<file path="src/rtl/dnsmp_pkg.sv">
`timescale 1ns / 1ps
// ----------------------------------------------------------------------------
// DNS message parser package
// Shared phase codes, result record type and wire-format constants.
// ----------------------------------------------------------------------------
package dnsmp_pkg;

    // Default bound on the inline name length.
    localparam int NAME_LIMIT_DEFAULT = 256;

    // Result kinds.
    localparam logic [1:0] KIND_HEADER    = 2'd0;
    localparam logic [1:0] KIND_QUESTION  = 2'd1;
    localparam logic [1:0] KIND_ANSWER    = 2'd2;
    localparam logic [1:0] KIND_TRUNCATED = 2'd3;

    // Record types with captured data.
    localparam logic [15:0] TYPE_A    = 16'd1;
    localparam logic [15:0] TYPE_AAAA = 16'd28;

    // Address data lengths in bytes, and the split point for AAAA.
    localparam logic [15:0] A_ADDR_LEN    = 16'd4;
    localparam logic [15:0] AAAA_ADDR_LEN = 16'd16;
    localparam logic [15:0] AAAA_HALF     = 16'd8;

    // Name label byte decoding.
    localparam logic [7:0] PTR_MARK   = 8'hC0;
    localparam logic [7:0] LABEL_MASK = 8'h3F;

    // Byte positions within fixed sections.
    localparam logic [4:0] HDR_WORDS_END = 5'd8;
    localparam logic [4:0] HDR_LAST      = 5'd11;
    localparam logic [4:0] TC_END        = 5'd4;
    localparam logic [4:0] Q_FIXED_LAST  = 5'd3;
    localparam logic [4:0] TTL_END       = 5'd8;
    localparam logic [4:0] A_FIXED_LAST  = 5'd9;

    typedef enum logic [8:0] {
        PH_HEADER  = 9'b000000001,
        PH_Q_NAME  = 9'b000000010,
        PH_Q_PTR   = 9'b000000100,
        PH_Q_FIXED = 9'b000001000,
        PH_A_NAME  = 9'b000010000,
        PH_A_PTR   = 9'b000100000,
        PH_A_FIXED = 9'b001000000,
        PH_A_RDATA = 9'b010000000,
        PH_DONE    = 9'b100000000
    } phase_t;

    typedef struct packed {
        logic [1:0]  kind;
        logic [15:0] ident_or_type;
        logic [15:0] flags_or_class;
        logic [31:0] time_to_live;
        logic [15:0] data_length;
        logic [15:0] question_total;
        logic [15:0] answer_total;
        logic [63:0] address_high;
        logic [63:0] address_low;
        logic        name_compressed;
        logic [13:0] name_pointer;
        logic [7:0]  name_length;
    } result_t;

endpackage

</file>
<file path="src/rtl/dnsmp_parse.sv">
`timescale 1ns / 1ps
// ----------------------------------------------------------------------------
// DNS message parser byte engine
// Holds the parse state and advances it by one message byte per accepted
// transaction, producing at most one result record for that byte.
// ----------------------------------------------------------------------------
module dnsmp_parse
    import dnsmp_pkg::*;
#(
    parameter int NAME_LIMIT = NAME_LIMIT_DEFAULT
) (
    input  logic       aclk,
    input  logic       aresetn,
    input  logic       in_accept,
    input  logic [7:0] data_byte,
    input  logic       end_of_message,
    output logic       res_valid,
    output result_t    res
);

    localparam logic [7:0] NAME_CAP = 8'((NAME_LIMIT - 1 < 255) ? NAME_LIMIT - 1 : 255);

    phase_t      phase_reg,      phase_next;
    logic [4:0]  byte_cnt_reg,   byte_cnt_next;
    logic [5:0]  label_left_reg, label_left_next;
    logic [7:0]  name_cnt_reg,   name_cnt_next;
    logic        ptr_seen_reg,   ptr_seen_next;
    logic [13:0] ptr_off_reg,    ptr_off_next;
    logic [15:0] q_left_reg,     q_left_next;
    logic [15:0] a_left_reg,     a_left_next;
    logic [15:0] hdr_id_reg,     hdr_id_next;
    logic [15:0] hdr_flags_reg,  hdr_flags_next;
    logic [15:0] rec_type_reg,   rec_type_next;
    logic [15:0] rec_class_reg,  rec_class_next;
    logic [31:0] rec_ttl_reg,    rec_ttl_next;
    logic [15:0] rec_len_reg,    rec_len_next;
    logic [15:0] rdata_left_reg, rdata_left_next;
    logic [63:0] addr_hi_reg,    addr_hi_next;
    logic [63:0] addr_lo_reg,    addr_lo_next;

    always_comb begin
        logic advance;
        logic finish;
        logic is_name;
        logic [4:0] cnt_inc;

        advance         = 1'b0;
        finish          = 1'b0;
        is_name         = 1'b0;
        cnt_inc         = byte_cnt_reg + 5'd1;
        res_valid       = 1'b0;
        res             = '0;
        phase_next      = phase_reg;
        byte_cnt_next   = byte_cnt_reg;
        label_left_next = label_left_reg;
        name_cnt_next   = name_cnt_reg;
        ptr_seen_next   = ptr_seen_reg;
        ptr_off_next    = ptr_off_reg;
        q_left_next     = q_left_reg;
        a_left_next     = a_left_reg;
        hdr_id_next     = hdr_id_reg;
        hdr_flags_next  = hdr_flags_reg;
        rec_type_next   = rec_type_reg;
        rec_class_next  = rec_class_reg;
        rec_ttl_next    = rec_ttl_reg;
        rec_len_next    = rec_len_reg;
        rdata_left_next = rdata_left_reg;
        addr_hi_next    = addr_hi_reg;
        addr_lo_next    = addr_lo_reg;

        case (phase_reg)
            PH_HEADER: begin
                if (byte_cnt_reg < HDR_WORDS_END) begin
                    case (byte_cnt_reg[2:1])
                        2'd0:    hdr_id_next    = {hdr_id_reg[7:0], data_byte};
                        2'd1:    hdr_flags_next = {hdr_flags_reg[7:0], data_byte};
                        2'd2:    q_left_next    = {q_left_reg[7:0], data_byte};
                        default: a_left_next    = {a_left_reg[7:0], data_byte};
                    endcase
                end
                byte_cnt_next = cnt_inc;
                if (byte_cnt_reg == HDR_LAST) begin
                    res_valid          = 1'b1;
                    res.kind           = KIND_HEADER;
                    res.ident_or_type  = hdr_id_next;
                    res.flags_or_class = hdr_flags_next;
                    res.question_total = q_left_next;
                    res.answer_total   = a_left_next;
                    byte_cnt_next      = '0;
                    advance            = 1'b1;
                end
            end
            PH_Q_NAME, PH_A_NAME: begin
                is_name = 1'b1;
            end
            PH_Q_PTR, PH_A_PTR: begin
                ptr_off_next  = ptr_off_reg | {6'd0, data_byte};
                phase_next    = (phase_reg == PH_Q_PTR) ? PH_Q_FIXED : PH_A_FIXED;
                byte_cnt_next = '0;
            end
            PH_Q_FIXED: begin
                if (byte_cnt_reg[1]) rec_class_next = {rec_class_reg[7:0], data_byte};
                else                 rec_type_next  = {rec_type_reg[7:0], data_byte};
                byte_cnt_next = cnt_inc;
                if (byte_cnt_reg == Q_FIXED_LAST) begin
                    res_valid           = 1'b1;
                    res.kind            = KIND_QUESTION;
                    res.ident_or_type   = rec_type_next;
                    res.flags_or_class  = rec_class_next;
                    res.name_compressed = ptr_seen_reg;
                    res.name_pointer    = ptr_off_reg;
                    res.name_length     = name_cnt_reg;
                    if (q_left_reg != 16'd0) q_left_next = q_left_reg - 16'd1;
                    advance = 1'b1;
                end
            end
            PH_A_FIXED: begin
                if (byte_cnt_reg < TC_END) begin
                    if (byte_cnt_reg[1]) rec_class_next = {rec_class_reg[7:0], data_byte};
                    else                 rec_type_next  = {rec_type_reg[7:0], data_byte};
                end else if (byte_cnt_reg < TTL_END) begin
                    rec_ttl_next = {rec_ttl_reg[23:0], data_byte};
                end else begin
                    rec_len_next = {rec_len_reg[7:0], data_byte};
                end
                byte_cnt_next = cnt_inc;
                if (byte_cnt_reg == A_FIXED_LAST) begin
                    if (rec_type_next == TYPE_A)         rdata_left_next = A_ADDR_LEN;
                    else if (rec_type_next == TYPE_AAAA) rdata_left_next = AAAA_ADDR_LEN;
                    else                                 rdata_left_next = rec_len_next;
                    byte_cnt_next = '0;
                    if (rdata_left_next == 16'd0) finish = 1'b1;
                    else                          phase_next = PH_A_RDATA;
                end
            end
            PH_A_RDATA: begin
                if (rec_type_reg == TYPE_A) begin
                    addr_lo_next = {32'd0, addr_lo_reg[23:0], data_byte};
                end else if (rec_type_reg == TYPE_AAAA) begin
                    if (rdata_left_reg > AAAA_HALF)
                        addr_hi_next = {addr_hi_reg[55:0], data_byte};
                    else
                        addr_lo_next = {addr_lo_reg[55:0], data_byte};
                end
                if (rdata_left_reg != 16'd0) rdata_left_next = rdata_left_reg - 16'd1;
                if (rdata_left_next == 16'd0) finish = 1'b1;
            end
            default: begin
                // Finished: trailing sections are skipped until the last byte.
            end
        endcase

        if (is_name) begin
            if (label_left_reg != 6'd0) begin
                if (name_cnt_reg < NAME_CAP) name_cnt_next = name_cnt_reg + 8'd1;
                label_left_next = label_left_reg - 6'd1;
            end else if (data_byte == 8'd0) begin
                phase_next    = (phase_reg == PH_Q_NAME) ? PH_Q_FIXED : PH_A_FIXED;
                byte_cnt_next = '0;
            end else if ((data_byte & PTR_MARK) == PTR_MARK) begin
                ptr_seen_next = 1'b1;
                ptr_off_next  = {data_byte[5:0], 8'd0};
                phase_next    = (phase_reg == PH_Q_NAME) ? PH_Q_PTR : PH_A_PTR;
            end else begin
                // A new label adds a dot, except before the first label.
                if (name_cnt_reg != 8'd0 && name_cnt_reg < NAME_CAP)
                    name_cnt_next = name_cnt_reg + 8'd1;
                label_left_next = 6'(data_byte & LABEL_MASK);
            end
        end

        if (finish) begin
            res_valid           = 1'b1;
            res.kind            = KIND_ANSWER;
            res.ident_or_type   = rec_type_next;
            res.flags_or_class  = rec_class_next;
            res.time_to_live    = rec_ttl_next;
            res.data_length     = rec_len_next;
            res.address_high    = addr_hi_next;
            res.address_low     = addr_lo_next;
            res.name_compressed = ptr_seen_reg;
            res.name_pointer    = ptr_off_reg;
            res.name_length     = name_cnt_reg;
            if (a_left_reg != 16'd0) a_left_next = a_left_reg - 16'd1;
            advance = 1'b1;
        end

        if (advance) begin
            if (q_left_next != 16'd0 || a_left_next != 16'd0) begin
                phase_next      = (q_left_next != 16'd0) ? PH_Q_NAME : PH_A_NAME;
                byte_cnt_next   = '0;
                label_left_next = '0;
                name_cnt_next   = '0;
                ptr_seen_next   = 1'b0;
                ptr_off_next    = '0;
                rec_type_next   = '0;
                rec_class_next  = '0;
                rec_ttl_next    = '0;
                rec_len_next    = '0;
                rdata_left_next = '0;
                addr_hi_next    = '0;
                addr_lo_next    = '0;
            end else begin
                phase_next = PH_DONE;
            end
        end

        // The final byte returns everything to reset; a message cut short
        // reports a single error record instead of its own result.
        if (end_of_message) begin
            if (phase_next != PH_DONE) begin
                res_valid = 1'b1;
                res       = '0;
                res.kind  = KIND_TRUNCATED;
            end
            phase_next      = PH_HEADER;
            byte_cnt_next   = '0;
            label_left_next = '0;
            name_cnt_next   = '0;
            ptr_seen_next   = 1'b0;
            ptr_off_next    = '0;
            q_left_next     = '0;
            a_left_next     = '0;
            hdr_id_next     = '0;
            hdr_flags_next  = '0;
            rec_type_next   = '0;
            rec_class_next  = '0;
            rec_ttl_next    = '0;
            rec_len_next    = '0;
            rdata_left_next = '0;
            addr_hi_next    = '0;
            addr_lo_next    = '0;
        end
    end

    always_ff @(posedge aclk) begin
        if (!aresetn) begin
            phase_reg      <= PH_HEADER;
            byte_cnt_reg   <= '0;
            label_left_reg <= '0;
            name_cnt_reg   <= '0;
            ptr_seen_reg   <= 1'b0;
            ptr_off_reg    <= '0;
            q_left_reg     <= '0;
            a_left_reg     <= '0;
            hdr_id_reg     <= '0;
            hdr_flags_reg  <= '0;
            rec_type_reg   <= '0;
            rec_class_reg  <= '0;
            rec_ttl_reg    <= '0;
            rec_len_reg    <= '0;
            rdata_left_reg <= '0;
            addr_hi_reg    <= '0;
            addr_lo_reg    <= '0;
        end else if (in_accept) begin
            phase_reg      <= phase_next;
            byte_cnt_reg   <= byte_cnt_next;
            label_left_reg <= label_left_next;
            name_cnt_reg   <= name_cnt_next;
            ptr_seen_reg   <= ptr_seen_next;
            ptr_off_reg    <= ptr_off_next;
            q_left_reg     <= q_left_next;
            a_left_reg     <= a_left_next;
            hdr_id_reg     <= hdr_id_next;
            hdr_flags_reg  <= hdr_flags_next;
            rec_type_reg   <= rec_type_next;
            rec_class_reg  <= rec_class_next;
            rec_ttl_reg    <= rec_ttl_next;
            rec_len_reg    <= rec_len_next;
            rdata_left_reg <= rdata_left_next;
            addr_hi_reg    <= addr_hi_next;
            addr_lo_reg    <= addr_lo_next;
        end
    end

endmodule

</file>
<file path="src/rtl/dns_message_parser_core.sv">
`timescale 1ns / 1ps
// ----------------------------------------------------------------------------
// DNS message parser
// Parses the header, questions and answer records of a DNS message supplied
// one byte per transaction and reports one result record per completed part.
//
//   Channel  Direction  Handshake           Payload
//   s_       in         s_valid / s_ready   data_byte, end_of_message
//   m_       out        m_valid / m_ready   one result record, twelve fields
//
// One byte is taken every cycle while s_ready is high; each accepted byte
// updates the byte engine, and the result it completes is registered for m_.
// Reset is synchronous and active low and returns the parser to the header.
// The result register is backed by a one-entry skid stage, so a byte is still
// taken while one result waits; s_ready drops only when both are occupied.
// ----------------------------------------------------------------------------
module dns_message_parser_core
    import dnsmp_pkg::*;
#(
    parameter int NAME_LIMIT = NAME_LIMIT_DEFAULT
) (
    input  logic        aclk,
    input  logic        aresetn,
    input  logic        s_valid,
    output logic        s_ready,
    input  logic [7:0]  s_data_byte,
    input  logic        s_end_of_message,
    output logic        m_valid,
    input  logic        m_ready,
    output logic [1:0]  m_kind,
    output logic [15:0] m_ident_or_type,
    output logic [15:0] m_flags_or_class,
    output logic [31:0] m_time_to_live,
    output logic [15:0] m_data_length,
    output logic [15:0] m_question_total,
    output logic [15:0] m_answer_total,
    output logic [63:0] m_address_high,
    output logic [63:0] m_address_low,
    output logic        m_name_compressed,
    output logic [13:0] m_name_pointer,
    output logic [7:0]  m_name_length
);

    logic    accept;
    logic    res_valid;
    result_t res;

    logic    out_valid_reg;
    result_t out_data_reg;
    logic    skid_valid_reg;
    result_t skid_data_reg;
    logic    pop;

    assign s_ready = !skid_valid_reg;
    assign accept  = s_valid && s_ready;
    assign pop     = out_valid_reg && m_ready;

    dnsmp_parse #(
        .NAME_LIMIT (NAME_LIMIT)
    ) u_parse (
        .aclk           (aclk),
        .aresetn        (aresetn),
        .in_accept      (accept),
        .data_byte      (s_data_byte),
        .end_of_message (s_end_of_message),
        .res_valid      (res_valid),
        .res            (res)
    );

    always_ff @(posedge aclk) begin
        if (!aresetn) begin
            out_valid_reg  <= 1'b0;
            skid_valid_reg <= 1'b0;
        end else begin
            if (!out_valid_reg || pop) begin
                if (skid_valid_reg) begin
                    out_valid_reg  <= 1'b1;
                    skid_valid_reg <= 1'b0;
                end else begin
                    out_valid_reg <= accept && res_valid;
                end
            end else if (accept && res_valid) begin
                skid_valid_reg <= 1'b1;
            end
        end
    end

    always_ff @(posedge aclk) begin
        if (!out_valid_reg || pop) begin
            if (skid_valid_reg) begin
                out_data_reg <= skid_data_reg;
            end else if (accept && res_valid) begin
                out_data_reg <= res;
            end
        end else if (accept && res_valid) begin
            skid_data_reg <= res;
        end
    end

    assign m_valid           = out_valid_reg;
    assign m_kind            = out_data_reg.kind;
    assign m_ident_or_type   = out_data_reg.ident_or_type;
    assign m_flags_or_class  = out_data_reg.flags_or_class;
    assign m_time_to_live    = out_data_reg.time_to_live;
    assign m_data_length     = out_data_reg.data_length;
    assign m_question_total  = out_data_reg.question_total;
    assign m_answer_total    = out_data_reg.answer_total;
    assign m_address_high    = out_data_reg.address_high;
    assign m_address_low     = out_data_reg.address_low;
    assign m_name_compressed = out_data_reg.name_compressed;
    assign m_name_pointer    = out_data_reg.name_pointer;
    assign m_name_length     = out_data_reg.name_length;

    // The skid stage is only ever occupied behind a full result register.
    assert property (@(posedge aclk) disable iff (!aresetn)
        skid_valid_reg |-> out_valid_reg)
        else $error("skid stage holds a result while the output register is empty");

    // The skid stage fills only when the output register was stalled.
    assert property (@(posedge aclk) disable iff (!aresetn)
        $rose(skid_valid_reg) |-> $past(out_valid_reg && !m_ready))
        else $error("skid stage filled without an output stall");

    // A truncation error is raised only by the final byte of a message.
    assert property (@(posedge aclk) disable iff (!aresetn)
        (accept && res_valid && res.kind == KIND_TRUNCATED) |-> s_end_of_message)
        else $error("truncation result without end of message");

endmodule

</file>
<file path="config.mk">
export PLATFORM = sky130hd
export DESIGN_NAME = dns_message_parser_core
export DESIGN_NICKNAME = d
export VERILOG_FILES = /design/src/rtl/dnsmp_pkg.sv /design/src/rtl/dnsmp_parse.sv /design/src/rtl/dns_message_parser_core.sv
export SDC_FILE = /design/constraint.sdc
export NUM_CORES = 2
export LEC_CHECK = 0
export ABC_AREA = 1
export BUFFER_PORTS_ARGS = -buffer_cell sky130_fd_sc_hd__buf_2
export CORE_MARGIN = 2
export CORE_UTILIZATION = 50
export DETAILED_ROUTE_END_ITERATION = 8
export PLACE_DENSITY = 0.69
export SYNTH_ARGS = -nofsm -noshare
export SYNTH_HDL_FRONTEND = slang
export SYNTH_HIERARCHICAL = 1
export SYNTH_SLANG_ARGS = --single-unit
</file>
<file path="constraint.sdc">
create_clock -name aclk -period 34.7 [get_ports aclk]
set_input_delay 1.735 -clock aclk [delete_from_list [all_inputs] [get_ports aclk]]
set_output_delay 1.735 -clock aclk [all_outputs]
set_load 0.02 [all_outputs]
</file>
==> flow_metrics.py <==
metrics = {
    "timing": {
        "tns_ps": 0,
        "hold_viol": 0,
        "fin_crit_sh_pct": 27.8,
        "rsz0062_at_grt": "false",
        "whs_ps": 463,
        "worst_slew_pin_slew_ps": 1330,
        "fin_ws_ps": 25040,
        "setup_viol": 0,
        "fin_worst_skew_ps": 27.3,
        "fmaxAchievable_mhz": 104,
        "post-route-min-period_ps": 9660,
        "slew_headroom_pct": 11.6,
        "finalMaxSlewViolations": 0,
    },
    "routing": {
        "vias_per_cell": 5.56,
        "antenna_left": 0,
        "dr.pass1.iters": 6,
        "post_drt_wl_per_cell_um": 18.7,
        "drtIter0Drc": 3551,
        "routed-via-count": 35900,
        "drc_errors": 0,
        "wirelength_mm": 121,
    },
    "run_status": {
        "status": "finished, final reports clean",
    },
    "cts": {
        "numCtsBuffers": 91,
        "cts_setup_buffers": 0,
        "clock-sinks": 863,
        "cts-root-buf": "clkbuf_16",
        "cts-resized-gates": 0,
        "ctsLongestPathBuffers": 3,
        "htree_num_levels": 3,
        "insertion_delay_ps": 670,
        "clkTransAtPathRegs_ps": 60,
        "tritoncts": "built",
        "postCtsHoldBufs": 0,
    },
    "layout": {
        "fillers": 7747,
        "final_cell_mix": "1899 x nand2_1, 530 x edfxtp_1, 425 x nor2_1",
        "drive_gt1_share_pct": 13.2,
        "antenna_cells": 0,
        "layout.cells.non_filler": 6462,
        "largest_reg_flops": 265,
        "nets": 5261,
        "syn_to_final_growth_pct": 10.6,
        "layout_commonest_cell": "nand2_1",
    },
    "worst_setup_path": {
        "critical_path_required_ps": 35100,
        "worstSetupPathType": "in -> reg",
        "cp-end-kind": "flip-flop",
        "path_buf_inv": 5,
        "reg2reg_depth": 29,
        "startpoint": "s_data_byte[6]",
        "max_stage_delay_ps": 940,
        "startpoint_type": "input port",
        "critPathTopFamily": "simple AND/OR/NAND/NOR gates",
        "cp_max_fo": 107,
        "crit_path_top_delay_cell": "buf_4",
        "r2r-start": "u_parse/byte_cnt_reg[1]$_SDFFE_PN0P_",
        "crit_cells": 30,
        "cp.arrival_ps": 10060,
        "path_common_cell": "nand2_1",
    },
    "grt": {
        "grt_pass1_wl_mm": 188,
        "grtUsageTotal_pct": 26.8,
        "antenna_found_initial": 1,
        "grt_pass1_vias": 33100,
        "grt_start_max_net_pins": 203,
        "grt_overflow": 0,
    },
    "synthesis": {
        "async_reset_ff_share_pct": 0,
        "synth_fa_ha_area_share_pct": 0.263,
        "synthSimpleGateAreaFrac_pct": 28.1,
        "ys_types": 53,
        "ys_ff_latch": 863,
        "synth_compound_area_share_pct": 8.99,
        "ys.flop_type": "edfxtp_1",
        "syn_area_per_cell_um2": 8.30,
        "syn-num-nets": 5184,
        "synth_top_family_by_area": "simple AND/OR/NAND/NOR gates",
        "synth_xor_area_share_pct": 0.654,
        "muxShareOfSynthArea_pct": 3.27,
        "yosysWarningCount": 6,
        "syn_inst": 5162,
        "synth_edf_count": 530,
        "synth_area_um2": 42800,
        "synth_seq_area_share_pct": 52.7,
    },
    "placed_design": {
        "routabilityCongestion": 0.925,
        "place_ws_ps": 24520,
        "dp_cells": 6290,
        "dp.final_hpwl_mm": 73.4,
        "portBuffers": 279,
    },
    "floorplanning": {
        "std_cell_rows": 107,
        "coreArea_um2": 85000,
        "die_w_um": 297,
        "die_h_um": 297,
        "initial_core_util_pct": 50.4,
        "io_pins": 280,
        "die_area_um2": 88000,
    },
    "worst_hold_path": {
        "min_from": "u_parse/addr_hi_reg[61]$_SDFFE_PN0P_",
        "hold_class": "reg -> reg",
        "hold_depth": 2,
    },
    "pwr": {
        "p_sw_share_pct": 23.6,
        "clkPwrFrac_pct": 44.6,
        "power.total_w": 0.00219,
        "p_per_area_nw_per_um2": 46.2,
        "seq_power_share_pct": 50.6,
        "switchingPower_w": 0.000515,
        "internal_power_w": 0.00167,
        "pwr-share-comb_pct": 4.8,
        "ir_worst_vdd_mv": 0.0344,
        "p_leak_nw": 17.6,
    },
    "run": {
        "max-cap-violations": 0,
    },
}
-- area by class of cell --
type / count / area [um2] / area share (%)
multi-input combinational: 3747 / 17800 / 37.5
inverter: 210 / 811 / 1.71
timing repair buffer: 326 / 1800 / 3.80
tap: 1144 / 1430 / 3.02
sequential: 863 / 22600 / 47.7
clock buffer: 113 / 2460 / 5.18
clock inverter: 59 / 542 / 1.14
-- synthesized netlist by cell type (7+ instances only) --
cell / instances / area share (%)
nand2_1: 1901 / 17
edfxtp_1: 530 / 37
nor2_1: 427 / 3.7
a21oi_1: 389 / 4.5
nand3_1: 347 / 4.1
dfxtp_1: 333 / 16
inv_1: 195 / 1.7
o21ai_0: 188 / 2.2
clkbuf_1: 182 / 1.6
mux2_2: 112 / 2.9
buf_2: 71 / 0.83
nor2_4: 56 / 1.5
o211ai_1: 50 / 0.88
nor3_1: 44 / 0.51
nand4_1: 38 / 0.56
o221ai_1: 37 / 0.76
xor2_1: 30 / 0.61
buf_1: 28 / 0.25
nor2_2: 25 / 0.37
buf_6: 24 / 0.63
buf_4: 23 / 0.40
nand3b_1: 16 / 0.28
mux2i_1: 14 / 0.33
o22ai_1: 14 / 0.20
ha_1: 9 / 0.26
nor4_1: 8 / 0.12
clkinv_1: 7 / 0.061
inv_2: 7 / 0.061
-- per-stage QoR --
step                instance area (um2)  util [%]
finish                            47400      55.7
global route                      47400      55.7
CTS                               47400      55.7
detailed placement                44400      52.2
global placement                  44400      52.2
floorplan                         42800         -
-- tightest hold or removal path, stage by stage (launching register included) --
cell and delay [ps]:
dfxtp_1 310, nand2_1 60, a21oi_1 50
-- metal layers --
| layer | routed length, um | vias up | global-route usage (%) |
|---|---|---|---|
| met1 | 53900 | 17000 | 39.0 |
| met2 | 54700 | 1306 | 41.0 |
| met3 | 8620 | 206 | 3.83 |
| met4 | 3710 | 2 | 9.49 |
| met5 | 13 | - | 0 |
| li1 | - | 17400 | - |
-- worst paths after layout --
| kind | end | slack (ps) |
|---|---|---|
| max | m_data_length[9]$_DFFE_PP_ | 25040 |
| min reg2reg | u_parse/addr_hi_reg[61]$_SDFFE_PN0P_ | 460 |
| max reg2reg | m_data_length[9]$_DFFE_PP_ | 25610 |
| min | u_parse/addr_hi_reg[61]$_SDFFE_PN0P_ | 460 |
-- power by group through the flow --
stage	logic [W]	registers, W	clock network (W)
3_5_place_dp	0.000105	0.00113	0
6_report	0.000105	0.00111	0.000976
3_3_place_gp	0.000105	0.00113	0
5_1_grt	0.000113	0.00111	0.00103
4_1_cts	0.000105	0.00111	0.000994
2_1_floorplan	0.0000541	0.00115	0
-- logic make-up after synthesis --
logic type      count (synthesis)
buf+inv                       552
mux                           126
fa+ha+maj                       9
simple gates                 2878
flops                         863
xor+xnor                       32
compound gates                702
(Power assumes the default switching activity.)
